--- src/rtl/weighted_gray_contrast_pixel_core_assert.svh ---
`ifndef WEIGHTED_GRAY_CONTRAST_PIXEL_CORE_ASSERT_SVH
`define WEIGHTED_GRAY_CONTRAST_PIXEL_CORE_ASSERT_SVH
`ifndef ASSERT_OFF
`define ASSERT_IMPLY(label, clk, rst_n, ante, cons) \
	label: assert property (@(posedge clk) disable iff (!rst_n) (ante) |-> (cons)) \
		else $error("assertion failed");
`define ASSERT_NEXT(label, clk, rst_n, ante, cons) \
	label: assert property (@(posedge clk) disable iff (!rst_n) (ante) |=> (cons)) \
		else $error("assertion failed");
`else
`define ASSERT_IMPLY(label, clk, rst_n, ante, cons)
`define ASSERT_NEXT(label, clk, rst_n, ante, cons)
`endif
`endif

--- src/rtl/wgcp_pkg.sv ---
package wgcp_pkg;

	localparam int CH_W      = 8;
	localparam int REG_W     = 16;
	localparam int PROD_W    = 24;
	localparam int ACC_W     = 26;
	localparam int SCALED_W  = 42;
	localparam int SHIFT_W   = 20;
	localparam int LVL_W     = 8;
	localparam int NUM_W     = 26;
	localparam int FRAC_W    = 9;
	localparam int ADDR_W    = 5;
	localparam int IDX_W     = 3;
	localparam int DATA_W    = 32;

	localparam logic [IDX_W-1:0] REG_MODE     = 3'd0;
	localparam logic [IDX_W-1:0] REG_RED_W    = 3'd1;
	localparam logic [IDX_W-1:0] REG_GREEN_W  = 3'd2;
	localparam logic [IDX_W-1:0] REG_BLUE_W   = 3'd3;
	localparam logic [IDX_W-1:0] REG_ALPHA_W  = 3'd4;
	localparam logic [IDX_W-1:0] REG_SCALE    = 3'd5;
	localparam logic [IDX_W-1:0] REG_CONTRAST = 3'd6;

	localparam logic MODE_AVG = 1'b0;
	localparam logic MODE_MAX = 1'b1;

	localparam logic [REG_W-1:0] RST_COLOR_W  = 16'd4096;
	localparam logic [REG_W-1:0] RST_ALPHA_W  = 16'd0;
	localparam logic [REG_W-1:0] RST_SCALE    = 16'd256;
	localparam logic [REG_W-1:0] RST_CONTRAST = 16'd256;

	localparam int QUEUE_DEPTH_DEF = 2;

	localparam logic [LVL_W-1:0] LVL_MAX     = 8'd255;
	localparam logic [9:0]       THIRD_LIMIT = 10'd768;
	localparam logic [19:0]      RECIP3      = 20'd683;
	localparam logic signed [NUM_W-1:0] MID_OFFSET = 26'sd65280;

	typedef struct packed {
		logic [CH_W-1:0] red_in;
		logic [CH_W-1:0] green_in;
		logic [CH_W-1:0] blue_in;
		logic [CH_W-1:0] alpha_in;
	} pix_in_t;

	typedef struct packed {
		logic [CH_W-1:0] gray_out;
		logic [CH_W-1:0] alpha_out;
	} pix_out_t;

	typedef struct packed {
		logic                    combine_mode;
		logic [REG_W-1:0]        red_weight;
		logic [REG_W-1:0]        green_weight;
		logic [REG_W-1:0]        blue_weight;
		logic [REG_W-1:0]        alpha_weight;
		logic [REG_W-1:0]        brightness_scale;
		logic signed [REG_W-1:0] contrast_gain;
	} cfg_t;

	typedef struct packed {
		logic [ACC_W-1:0] acc;
		logic [CH_W-1:0]  alpha;
	} q_word_t;

endpackage

--- src/rtl/wgcp_regs.sv ---
module wgcp_regs (
	input  logic                         clk,
	input  logic                         arst_n,
	input  logic                         psel,
	input  logic                         penable,
	input  logic                         pwrite,
	input  logic [wgcp_pkg::ADDR_W-1:0]  paddr,
	input  logic [wgcp_pkg::DATA_W-1:0]  pwdata,
	output logic [wgcp_pkg::DATA_W-1:0]  prdata,
	output logic                         pready,
	output wgcp_pkg::cfg_t               cfg
);
	import wgcp_pkg::*;

	cfg_t             cfg_q;
	logic [IDX_W-1:0] idx;
	logic             wr;

	assign idx    = paddr[ADDR_W-1:2];
	assign wr     = psel && penable && pwrite;
	assign pready = 1'b1;
	assign cfg    = cfg_q;

	always_ff @(posedge clk or negedge arst_n) begin
		if (!arst_n) begin
			cfg_q.combine_mode     <= MODE_AVG;
			cfg_q.red_weight       <= RST_COLOR_W;
			cfg_q.green_weight     <= RST_COLOR_W;
			cfg_q.blue_weight      <= RST_COLOR_W;
			cfg_q.alpha_weight     <= RST_ALPHA_W;
			cfg_q.brightness_scale <= RST_SCALE;
			cfg_q.contrast_gain    <= RST_CONTRAST;
		end else if (wr) begin
			unique case (idx)
				REG_MODE:     cfg_q.combine_mode     <= pwdata[0];
				REG_RED_W:    cfg_q.red_weight       <= pwdata[REG_W-1:0];
				REG_GREEN_W:  cfg_q.green_weight     <= pwdata[REG_W-1:0];
				REG_BLUE_W:   cfg_q.blue_weight      <= pwdata[REG_W-1:0];
				REG_ALPHA_W:  cfg_q.alpha_weight     <= pwdata[REG_W-1:0];
				REG_SCALE:    cfg_q.brightness_scale <= pwdata[REG_W-1:0];
				REG_CONTRAST: cfg_q.contrast_gain    <= pwdata[REG_W-1:0];
				default:      ;
			endcase
		end
	end

	always_comb begin
		unique case (idx)
			REG_MODE:     prdata = DATA_W'(cfg_q.combine_mode);
			REG_RED_W:    prdata = DATA_W'(cfg_q.red_weight);
			REG_GREEN_W:  prdata = DATA_W'(cfg_q.green_weight);
			REG_BLUE_W:   prdata = DATA_W'(cfg_q.blue_weight);
			REG_ALPHA_W:  prdata = DATA_W'(cfg_q.alpha_weight);
			REG_SCALE:    prdata = DATA_W'(cfg_q.brightness_scale);
			REG_CONTRAST: prdata = DATA_W'(unsigned'(cfg_q.contrast_gain));
			default:      prdata = '0;
		endcase
	end

endmodule

--- src/rtl/wgcp_front.sv ---
module wgcp_front (
	input  logic               clk,
	input  logic               arst_n,
	input  wgcp_pkg::cfg_t     cfg,
	input  logic               in_valid,
	output logic               in_ready,
	input  wgcp_pkg::pix_in_t  in_word,
	output logic               q_valid,
	input  logic               q_ready,
	output wgcp_pkg::q_word_t  q_word
);
	import wgcp_pkg::*;

	logic              vld_s1;
	logic [PROD_W-1:0] p_s1 [4];
	logic [CH_W-1:0]   alpha_s1;
	logic [PROD_W-1:0] max_ab;
	logic [PROD_W-1:0] max_cd;

	assign in_ready = !vld_s1 || q_ready;
	assign q_valid  = vld_s1;

	always_ff @(posedge clk or negedge arst_n) begin
		if (!arst_n) begin
			vld_s1 <= 1'b0;
		end else if (in_ready) begin
			vld_s1 <= in_valid;
		end
	end

	always_ff @(posedge clk) begin
		if (in_valid && in_ready) begin
			p_s1[0]  <= PROD_W'(in_word.red_in) * PROD_W'(cfg.red_weight);
			p_s1[1]  <= PROD_W'(in_word.green_in) * PROD_W'(cfg.green_weight);
			p_s1[2]  <= PROD_W'(in_word.blue_in) * PROD_W'(cfg.blue_weight);
			p_s1[3]  <= PROD_W'(in_word.alpha_in) * PROD_W'(cfg.alpha_weight);
			alpha_s1 <= in_word.alpha_in;
		end
	end

	assign max_ab = (p_s1[0] >= p_s1[1]) ? p_s1[0] : p_s1[1];
	assign max_cd = (p_s1[2] >= p_s1[3]) ? p_s1[2] : p_s1[3];

	always_comb begin
		q_word.alpha = alpha_s1;
		if (cfg.combine_mode == MODE_MAX) begin
			q_word.acc = ACC_W'((max_ab >= max_cd) ? max_ab : max_cd);
		end else begin
			q_word.acc = ACC_W'(p_s1[0]) + ACC_W'(p_s1[1]) + ACC_W'(p_s1[2])
				+ ACC_W'(p_s1[3]);
		end
	end

endmodule

--- src/rtl/wgcp_fifo.sv ---
`include "weighted_gray_contrast_pixel_core_assert.svh"
module wgcp_fifo #(
	parameter int DEPTH = wgcp_pkg::QUEUE_DEPTH_DEF
) (
	input  logic               clk,
	input  logic               arst_n,
	input  logic               in_valid,
	output logic               in_ready,
	input  wgcp_pkg::q_word_t  in_word,
	output logic               out_valid,
	input  logic               out_ready,
	output wgcp_pkg::q_word_t  out_word
);
	import wgcp_pkg::*;

	localparam int PTR_W = (DEPTH > 1) ? $clog2(DEPTH) : 1;
	localparam int CNT_W = $clog2(DEPTH + 1);

	q_word_t          mem_q [DEPTH];
	logic [PTR_W-1:0] wr_ptr_q;
	logic [PTR_W-1:0] rd_ptr_q;
	logic [CNT_W-1:0] count_q;
	logic             wr;
	logic             rd;

	assign in_ready  = count_q != CNT_W'(DEPTH);
	assign out_valid = count_q != '0;
	assign out_word  = mem_q[rd_ptr_q];
	assign wr        = in_valid && in_ready;
	assign rd        = out_valid && out_ready;

	always_ff @(posedge clk or negedge arst_n) begin
		if (!arst_n) begin
			wr_ptr_q <= '0;
			rd_ptr_q <= '0;
			count_q  <= '0;
		end else begin
			if (wr) begin
				wr_ptr_q <= (wr_ptr_q == PTR_W'(DEPTH - 1)) ? '0 : wr_ptr_q + 1'b1;
			end
			if (rd) begin
				rd_ptr_q <= (rd_ptr_q == PTR_W'(DEPTH - 1)) ? '0 : rd_ptr_q + 1'b1;
			end
			if (wr && !rd) begin
				count_q <= count_q + 1'b1;
			end else if (rd && !wr) begin
				count_q <= count_q - 1'b1;
			end
		end
	end

	always_ff @(posedge clk) begin
		if (wr) begin
			mem_q[wr_ptr_q] <= in_word;
		end
	end

	`ASSERT_NEXT(a_fill, clk, arst_n, wr && !rd, count_q == $past(count_q) + 1'b1)
	`ASSERT_NEXT(a_drain, clk, arst_n, rd && !wr, count_q == $past(count_q) - 1'b1)

endmodule

--- src/rtl/wgcp_back.sv ---
`include "weighted_gray_contrast_pixel_core_assert.svh"
module wgcp_back (
	input  logic               clk,
	input  logic               arst_n,
	input  wgcp_pkg::cfg_t     cfg,
	input  logic               q_valid,
	output logic               q_ready,
	input  wgcp_pkg::q_word_t  q_word,
	output logic               out_valid,
	input  logic               out_ready,
	output wgcp_pkg::pix_out_t out_word
);
	import wgcp_pkg::*;

	localparam int T_W = SCALED_W - SHIFT_W;

	logic                       vld_s1, vld_s2, vld_s3;
	logic                       rdy_s1, rdy_s2, rdy_s3, rdy_o;
	logic [SCALED_W-1:0]        scaled_s1;
	logic [CH_W-1:0]            alpha_s1, alpha_s2, alpha_s3;
	logic [LVL_W-1:0]           lvl_s2;
	logic signed [NUM_W-1:0]    num_s3;
	logic                       out_valid_q;
	pix_out_t                   out_word_q;

	logic [T_W-1:0]             t;
	logic [T_W-1:0]             t_sh;
	logic [2:0]                 n_cnt;
	logic [19:0]                third;
	logic [LVL_W-1:0]           lvl;
	logic signed [9:0]          dev;
	logic [CH_W-1:0]            gray;

	assign rdy_o   = !out_valid_q || out_ready;
	assign rdy_s3  = !vld_s3 || rdy_o;
	assign rdy_s2  = !vld_s2 || rdy_s3;
	assign rdy_s1  = !vld_s1 || rdy_s2;
	assign q_ready = rdy_s1;

	always_ff @(posedge clk or negedge arst_n) begin
		if (!arst_n) begin
			vld_s1      <= 1'b0;
			vld_s2      <= 1'b0;
			vld_s3      <= 1'b0;
			out_valid_q <= 1'b0;
		end else begin
			if (rdy_s1) vld_s1 <= q_valid;
			if (rdy_s2) vld_s2 <= vld_s1;
			if (rdy_s3) vld_s3 <= vld_s2;
			if (rdy_o)  out_valid_q <= vld_s3;
		end
	end

	// divisor is the count of nonzero weights in average mode
	always_comb begin
		if (cfg.combine_mode == MODE_MAX) begin
			n_cnt = 3'd1;
		end else begin
			n_cnt = 3'(cfg.red_weight != '0) + 3'(cfg.green_weight != '0)
				+ 3'(cfg.blue_weight != '0) + 3'(cfg.alpha_weight != '0);
		end
	end

	assign t     = scaled_s1[SCALED_W-1:SHIFT_W];
	assign third = 20'(t[9:0]) * RECIP3;

	always_comb begin
		t_sh = t;
		lvl  = '0;
		unique case (n_cnt)
			3'd2:    t_sh = t >> 1;
			3'd4:    t_sh = t >> 2;
			default: t_sh = t;
		endcase
		if (n_cnt == 3'd3) begin
			lvl = (t >= T_W'(THIRD_LIMIT)) ? LVL_MAX : third[18:11];
		end else begin
			lvl = (t_sh > T_W'(LVL_MAX)) ? LVL_MAX : t_sh[LVL_W-1:0];
		end
	end

	assign dev = signed'({1'b0, lvl_s2, 1'b0}) - 10'sd255;

	always_comb begin
		if (num_s3 < 0) begin
			gray = '0;
		end else if (num_s3[NUM_W-1:FRAC_W] > (NUM_W - FRAC_W)'(LVL_MAX)) begin
			gray = LVL_MAX;
		end else begin
			gray = num_s3[FRAC_W+CH_W-1:FRAC_W];
		end
	end

	always_ff @(posedge clk) begin
		if (q_valid && rdy_s1) begin
			scaled_s1 <= SCALED_W'(q_word.acc) * SCALED_W'(cfg.brightness_scale);
			alpha_s1  <= q_word.alpha;
		end
		if (vld_s1 && rdy_s2) begin
			lvl_s2   <= lvl;
			alpha_s2 <= alpha_s1;
		end
		if (vld_s2 && rdy_s3) begin
			num_s3   <= NUM_W'(dev) * NUM_W'(cfg.contrast_gain) + MID_OFFSET;
			alpha_s3 <= alpha_s2;
		end
		if (vld_s3 && rdy_o) begin
			out_word_q.gray_out  <= gray;
			out_word_q.alpha_out <= alpha_s3;
		end
	end

	assign out_valid = out_valid_q;
	assign out_word  = out_word_q;

	`ASSERT_NEXT(a_adv_s2, clk, arst_n, vld_s1 && rdy_s2, vld_s2)
	`ASSERT_NEXT(a_clamp_low, clk, arst_n, vld_s3 && rdy_o && num_s3[NUM_W-1], out_word.gray_out == '0)

endmodule

--- src/rtl/weighted_gray_contrast_pixel_core.sv ---
// path: a pixel word is registered by the front product stage, the queue,
// back stages s1, s2, s3 and the output register, in that order
// throughput: one pixel word per cycle unless out_ready stalls the output
// reset: arst_n clears all valid flags and queue pointers at once and loads
// the register defaults; payload registers are not reset
module weighted_gray_contrast_pixel_core #(
	parameter int QUEUE_DEPTH = wgcp_pkg::QUEUE_DEPTH_DEF
) (
	input  logic                         clk,
	input  logic                         arst_n,
	input  logic                         psel,
	input  logic                         penable,
	input  logic                         pwrite,
	input  logic [wgcp_pkg::ADDR_W-1:0]  paddr,
	input  logic [wgcp_pkg::DATA_W-1:0]  pwdata,
	output logic [wgcp_pkg::DATA_W-1:0]  prdata,
	output logic                         pready,
	input  logic                         in_valid,
	output logic                         in_ready,
	input  wgcp_pkg::pix_in_t            in_word,
	output logic                         out_valid,
	input  logic                         out_ready,
	output wgcp_pkg::pix_out_t           out_word
);
	import wgcp_pkg::*;

	cfg_t    cfg;
	q_word_t fq_word, bq_word;
	logic    fq_valid, fq_ready, bq_valid, bq_ready;

	wgcp_regs u_regs (
		.clk     (clk),
		.arst_n  (arst_n),
		.psel    (psel),
		.penable (penable),
		.pwrite  (pwrite),
		.paddr   (paddr),
		.pwdata  (pwdata),
		.prdata  (prdata),
		.pready  (pready),
		.cfg     (cfg)
	);

	wgcp_front u_front (
		.clk      (clk),
		.arst_n   (arst_n),
		.cfg      (cfg),
		.in_valid (in_valid),
		.in_ready (in_ready),
		.in_word  (in_word),
		.q_valid  (fq_valid),
		.q_ready  (fq_ready),
		.q_word   (fq_word)
	);

	wgcp_fifo #(
		.DEPTH (QUEUE_DEPTH)
	) u_fifo (
		.clk       (clk),
		.arst_n    (arst_n),
		.in_valid  (fq_valid),
		.in_ready  (fq_ready),
		.in_word   (fq_word),
		.out_valid (bq_valid),
		.out_ready (bq_ready),
		.out_word  (bq_word)
	);

	wgcp_back u_back (
		.clk       (clk),
		.arst_n    (arst_n),
		.cfg       (cfg),
		.q_valid   (bq_valid),
		.q_ready   (bq_ready),
		.q_word    (bq_word),
		.out_valid (out_valid),
		.out_ready (out_ready),
		.out_word  (out_word)
	);

endmodule

--- config.mk ---
export PLATFORM = sky130hd
export DESIGN_NAME = weighted_gray_contrast_pixel_core
export DESIGN_NICKNAME = d
export VERILOG_FILES = /design/src/rtl/wgcp_pkg.sv /design/src/rtl/wgcp_regs.sv /design/src/rtl/wgcp_front.sv /design/src/rtl/wgcp_fifo.sv /design/src/rtl/wgcp_back.sv /design/src/rtl/weighted_gray_contrast_pixel_core.sv
export VERILOG_INCLUDE_DIRS = /design/src /design/src/rtl
export SDC_FILE = /design/constraint.sdc
export NUM_CORES = 2
export LEC_CHECK = 0
export ABC_AREA = 1
export BUFFER_PORTS_ARGS = -buffer_cell sky130_fd_sc_hd__buf_2
export CAP_MARGIN = 10
export CORE_ASPECT_RATIO = 0.6
export CORE_MARGIN = 10
export CORE_UTILIZATION = 65
export DETAILED_ROUTE_END_ITERATION = 16
export HOLD_SLACK_MARGIN = 0.02
export MAX_ROUTING_LAYER = met4
export PLACE_DENSITY = 0.82
export REMOVE_ABC_BUFFERS = 1
export SYNTH_ARGS = -nofsm -noshare
export SYNTH_HDL_FRONTEND = slang
export SYNTH_SLANG_ARGS = --single-unit
--- constraint.sdc ---
create_clock -name clk -period 10.8 [get_ports clk]
set_input_delay 0 -clock clk [delete_from_list [all_inputs] [get_ports clk]]
set_output_delay 0 -clock clk [all_outputs]
set_load 0.05 [all_outputs]
Word level (Yosys, flattened, before mapping)
Memories as Yosys holds them, arrays and structs flattened.
Index checks and enable logic that the tools add are counted.
{ "word_totals": {"register_bits": 230, "ramBits": 164, "elab_cells": 117, "out_inout_bits": 51, "input_bits": 76, "mem_count": 2} }
{ "memory_table": {"columns": ["memory", "depth", "width", "read_ports", "rd_clocked_by_memory_dff", "wr", "line", "source"], "rows": [
  ["u_front.p_s1", 4, 24, 4, 0, 4, "wgcp_front.sv:15", "logic [PROD_W-1:0] p_s1 [4];"],
  ["u_fifo.mem_q", 2, 34, 1, 0, 1, "wgcp_fifo.sv:19", "q_word_t mem_q [DEPTH];"]
]} }
{ "classes": {"mux": 19, "multipliers": 7, "eq_ne": 10, "addsub": 12, "n_reduce_logical": 36, "order_cmp": 7} }
{ "ops": {"columns": ["operator", "count"], "rows": [
  ["case mux 16 bit (7 select lines)", 1],
  ["multiplier 8 x 16 -> 24 bit", 4],
  ["greater-or-equal comparator 24 bit", 3],
  ["2-to-1 mux 24 bit", 3],
  ["nonzero test 16 bit", 4],
  ["adder 26 x 24 -> 26 bit", 2],
  ["case mux 22 bit (2 select lines)", 1],
  ["multiplier 26 x 16 -> 42 bit", 1],
  ["2-to-1 mux 8 bit", 4],
  ["adder 26 x 17 -> 26 bit (second input constant)", 1],
  ["less-than comparator 26 x 1 -> 1 bit (second input constant)", 1],
  ["multiplier 10 x 16 -> 26 bit", 1],
  ["2-to-1 mux 26 bit", 1],
  ["adder 24 x 24 -> 25 bit", 1],
  ["greater-or-equal comparator 22 x 10 -> 1 bit (second input constant)", 1],
  ["greater-than comparator 22 x 8 -> 1 bit (second input constant)", 1],
  ["multiplier 10 x 10 -> 19 bit (second input constant)", 1],
  ["greater-than comparator 17 x 8 -> 1 bit (second input constant)", 1],
  ["AND reduction 2 bit", 7],
  ["== test 3 x 2 -> 1 bit (second input constant)", 4],
  ["== test 3 bit (second input constant)", 4],
  ["logical AND 1 bit", 10],
  ["subtractor 9 x 8 -> 10 bit (second input constant)", 1],
  ["logical NOT 1 bit", 7],
  ["13 further kinds", 26]
]} }

Depth between registers and ports, before layout
{ "depth": {"ltp_word": 10, "depth_mapped": 32, "depth_no_buf": 29} }

Hierarchy
A second synthesis with hierarchy kept.
{ "unflattened": {"hier_cells": 7487, "area_unflattened_um2": 58924.0} }
{ "by_module_without_submodules": {"columns": ["mod", "n_inst", "area_each_um2", "cells_per_inst", "seq_area_each_um2"], "rows": [
  ["wgcp_front", 1, 25669.6, 3409, 3148.0],
  ["wgcp_back", 1, 25406.9, 3221, 2712.6],
  ["wgcp_regs", 1, 5088.6, 651, 2433.6],
  ["wgcp_fifo", 1, 2758.9, 206, 2142.1]
]} }

Least setup slack after synthesis
OpenSTA, ideal clock, no wires.
{ "synth_path": {"kind": "reg-to-reg", "startpoint": "register u_fifo.rd_ptr_q", "endpoint": "register u_back.scaled_s1[37], data pin", "arrival_ns": 5.863, "path_stages_with_launch": 30, "path_buffers": 3, "slack_ns": 4.685, "setup_ns": 0.253, "synth_period_minus_slack_ns": 6.115, "required_time_ns": 10.547, "path_cell_list": "dfrtp_1 buf_4 inv_4 clkbuf_1 or2_2 nand2_1 inv_1 clkbuf_1 nand2_1 fa_1 inv_1 fa_1 inv_1 fa_1 inv_1 fa_1 fa_1 inv_1 fa_1 inv_1 ha_1 a21oi_1 a21boi_1 nor2_1 nor2_1 nor2_1 nor3b_1 nand2_1 nor2_1 nor2_1"} }
{ "synth_via": {"elab_chain_cells": 2} }
{ "synth_lines": {"columns": ["element", "line", "source"], "rows": [
  ["from (decl)", "wgcp_fifo.sv:21", "logic [PTR_W-1:0] rd_ptr_q;"],
  ["from (signal assigned)", "wgcp_fifo.sv:42", "rd_ptr_q <= (rd_ptr_q == PTR_W'(DEPTH - 1)) ? '0 : rd_ptr_q + 1'b1;"],
  ["memory (2 x 34 bit)", null, null],
  ["multiplier 26 x 16 -> 42 bit", "wgcp_back.sv:96", "scaled_s1 <= SCALED_W'(q_word.acc) * SCALED_W'(cfg.brightness_scale);"],
  ["to (signal assigned)", "wgcp_back.sv:96", null],
  ["to (decl)", "wgcp_back.sv:19", "logic [SCALED_W-1:0] scaled_s1;"]
]} }
Every way passes these cells.
A chain may end at the register's enable or synchronous reset.

Worst setup path in the final report
{ "layout_path": {"startpoint": "register u_fifo.rd_ptr_q", "endpoint": "register u_back.scaled_s1[27], data pin"} }
Same word-level chain as after synthesis.

==> impl_results.md <==
* Outcome: finished, final reports clean
* Area of the multi-input gates at 39800 um^2
* RePlAce Congestion at 1.07
* Total number of vias at roughly 48000
* Worst-Margin Slew at 1280 ps
* DP HPWL at ~150 mm
* Type of origin of the critical path: register
* Hold crit path type: input pin to register
* Final Cycle Share at 73.8%
* CTS tree: yes
* Port Buf Inserts at ~90
* Clock latency on the worst-skew pair at 630 ps
* First-pass GRT wire length at 280 mm
* Cells after synthesis at 7017
* Syn Std Cell Area at 57400 um^2
* Wire length per cell at 22.3 um
* Cell family with most CP delay: adder cells
* Fin crit period at between 7000 and 8000 ps
* Post-route setup TNS at 0 ps
* Synth Flop Type: edfxtp_1
* Fillcell total at roughly 7000
* Worst path slowest cell: fa_1
* Fin util at 68.6%
* Largest stage delay on the critical path at 610 ps
* Ys Warns at 0
* Synth cell types at 63
* Die Ht at 250 um
* Maximum Capacitance Violations at 0
* Yosys reg bits at 365
* RSZ-0062 raised after global routing: no
* Vias in the first global route at approximately 48000
* Largest cells by area after synthesis: fa_1, edfxtp_1, ha_1, nand2_1, inv_1
* Layout area overhead at 4.60%
* Rel. slew slack at 14.6%
* Dpl cell area at 58400 um^2
* Pin count of the biggest net entering global routing at 83
* Final Hold Violating Endpoints at 0
* Total wire length at 181 mm
* Commonest cells in the netlist: nand2_1, inv_1, fa_1, ha_1, nor2_1
* Die area at around 100000 um^2
* CTS Sinks at 365
* Die extent in x at 404 um
* FMAX at 125 MHz
* CP endpoint kind: register
* Final setup fails at 0
* GRT overflow at 0
* Net count, final at 8406
* Drt pass-1 iters at 8
* Critical Path, Cell by Cell: buf_4 > or2_2 > nand2_1 > clkinv_1 > nand2_1 > fa_1 > fa_1 > fa_1 > inv_1 > fa_1 > fa_1 > inv_1 > fa_1 > inv_1 > ha_1 > a21o_1 > a21oi_1 > o21ai_0 > a21oi_1 > nand2_1 > xor2_1
* IO Count at 127
* Post-route setup slack at 2830 ps
* Final worst clock skew at 53.2 ps
* Number of antenna violations at the first check in global routing at 6
* Final ANT Viol Nets at 0
* Post-DR vias/cell at about 5.9
* CP Max Fanout at 27
* CP Data Arrival Time at 8300 ps
* First DRT Iteration DRCs at roughly 6400
* Register cell area after layout at 10400 um^2
* Share of cells above drive strength 1 at 4.92%
* Starting density of the core at 65.6%
* Critical path class: register to register
* Site Rows at 84
* CP Data Required Time at 11130 ps
* GRT Total Usage at 37.0%
* Number of synthesized flops with an enable pin at approximately 260
* Sequential share of the synthesized area at between 15 and 20%
* Most common cell in the netlist: nand2_1
* Crit path top cell by count: fa_1
* Clock transition at the registers of the reported paths at 80 ps
* H-Tree Depth at 2
* Final Max Slew Viols at 0
* Buf/Inv on CP at 5
* Root Buffer: clkbuf_16
* Number of buffers created by CTS at 38
* Final instance area at 60100 um^2
* Clk buf depth at 3
* Synth top area share at between 20% and 30%
* DP Worst Slack at 3270 ps
* Residual DRC at 0
* Total core area at 87500 um^2
* FFs w/ async S/R, synth at 29.0%
* Average size of a mapped cell at 8.18 um^2
* Synth area leader: fa_1
## metrics by stage
step,hold WS (ps),instances
after floorplan,-296,6746
after global placement,-33.2,8027
after detailed placement,-28.0,8027
after CTS,36.6,8131
after global routing,79.3,8135
final,67.8,8138
## cells in the final DEF (no fill, tap or decap), drive strengths merged, types with 101 or more instances in the layout
master	instances
nand2	1660
nor2	417
o21ai	258
nand3	188
ha	532
inv	1606
a21oi	278
buf	122
edfxtp	259
fa	856
dfrtp	101
## metal layers
layer	track usage [%]	wire [um]	vias up
met5	-	0	-
met1	51.9	73800	23300
met4	9.84	5790	0
li1	-	-	21200
met3	19.8	34900	404
met2	45.5	66900	3456
## what timing repair did
action                                 in CTS  in global routing
endpoints found under the hold margin     152                  0
setup buffers                               0                  0
resized for setup                           0                  0
hold buffers                               35                  0
## cell type report
cell class | instances | area share [%]
Antenna cell | 6 | 0.0250
Clock buffer | 40 | 1.60
Clock inverter | 29 | 0.504
Inverter | 1613 | 10.1
Multi-Input combinational cell | 4768 | 66.2
Sequential cell | 365 | 17.4
Tap cell | 1161 | 2.42
Timing Repair Buffer | 156 | 1.75
## tightest hold or removal path: cells and delay by family
family | cells | cell delay [ps]
AND/OR/NAND/NOR | 3 | 500
buffers and inverters | 1 | 90
AO/OA/AOI/OAI | 1 | 40
## sequential cells by signal, indices dropped and copies added, names as in the netlist, 2 cells and up
register          flops
u_back.alpha_s1       8
u_back.alpha_s2       8
u_back.alpha_s3       8
u_back.lvl_s2         8
u_back.num_s3        17
u_back.out_word      16
u_back.scaled_s1     22
u_fifo.count_q        2
u_fifo.mem_q         68
u_front.alpha_s1      8
u_front.p_s1         96
u_regs.cfg           97
## cells by family after synthesis
logic type               count (synthesis)  synth area share [%]
AND/OR/NAND/NOR                       2512                  18.5
buffers and inverters                 1899                  12.7
adder cells (fa/ha/maj)               1388                  41.4
AO/OA/AOI/OAI                          705                  6.97
flip-flops                             365                  18.2
XOR/XNOR                               146                  2.23
other                                    2                0.0131
## final timing paths
check / slack [ps] / startpoint / endpoint / cells after the start
setup / recovery: 2830 / u_fifo.rd_ptr_q$_DFFE_PN0P_ / u_back.scaled_s1[27]$_DFFE_PP_ / 21
hold / removal: 70 / pwrite / u_regs.cfg[7]$_DFFE_PN0P_ / 5
setup reg to reg: 2830 / u_fifo.rd_ptr_q$_DFFE_PN0P_ / u_back.scaled_s1[27]$_DFFE_PP_ / 21
hold reg to reg: 430 / u_back.alpha_s1[2]$_DFFE_PP_ / u_back.alpha_s2[2]$_DFFE_PP_ / 0
max in group asynchronous: 9140 / arst_n / u_regs.cfg[77]$_DFFE_PN0P_ / 4
min in group asynchronous: 560 / arst_n / u_back.vld_s2$_DFFE_PN0P_ / 4
Power is not shown: default switching activity piles up to over one toggle a cycle in this logic, so the estimate is an artifact.
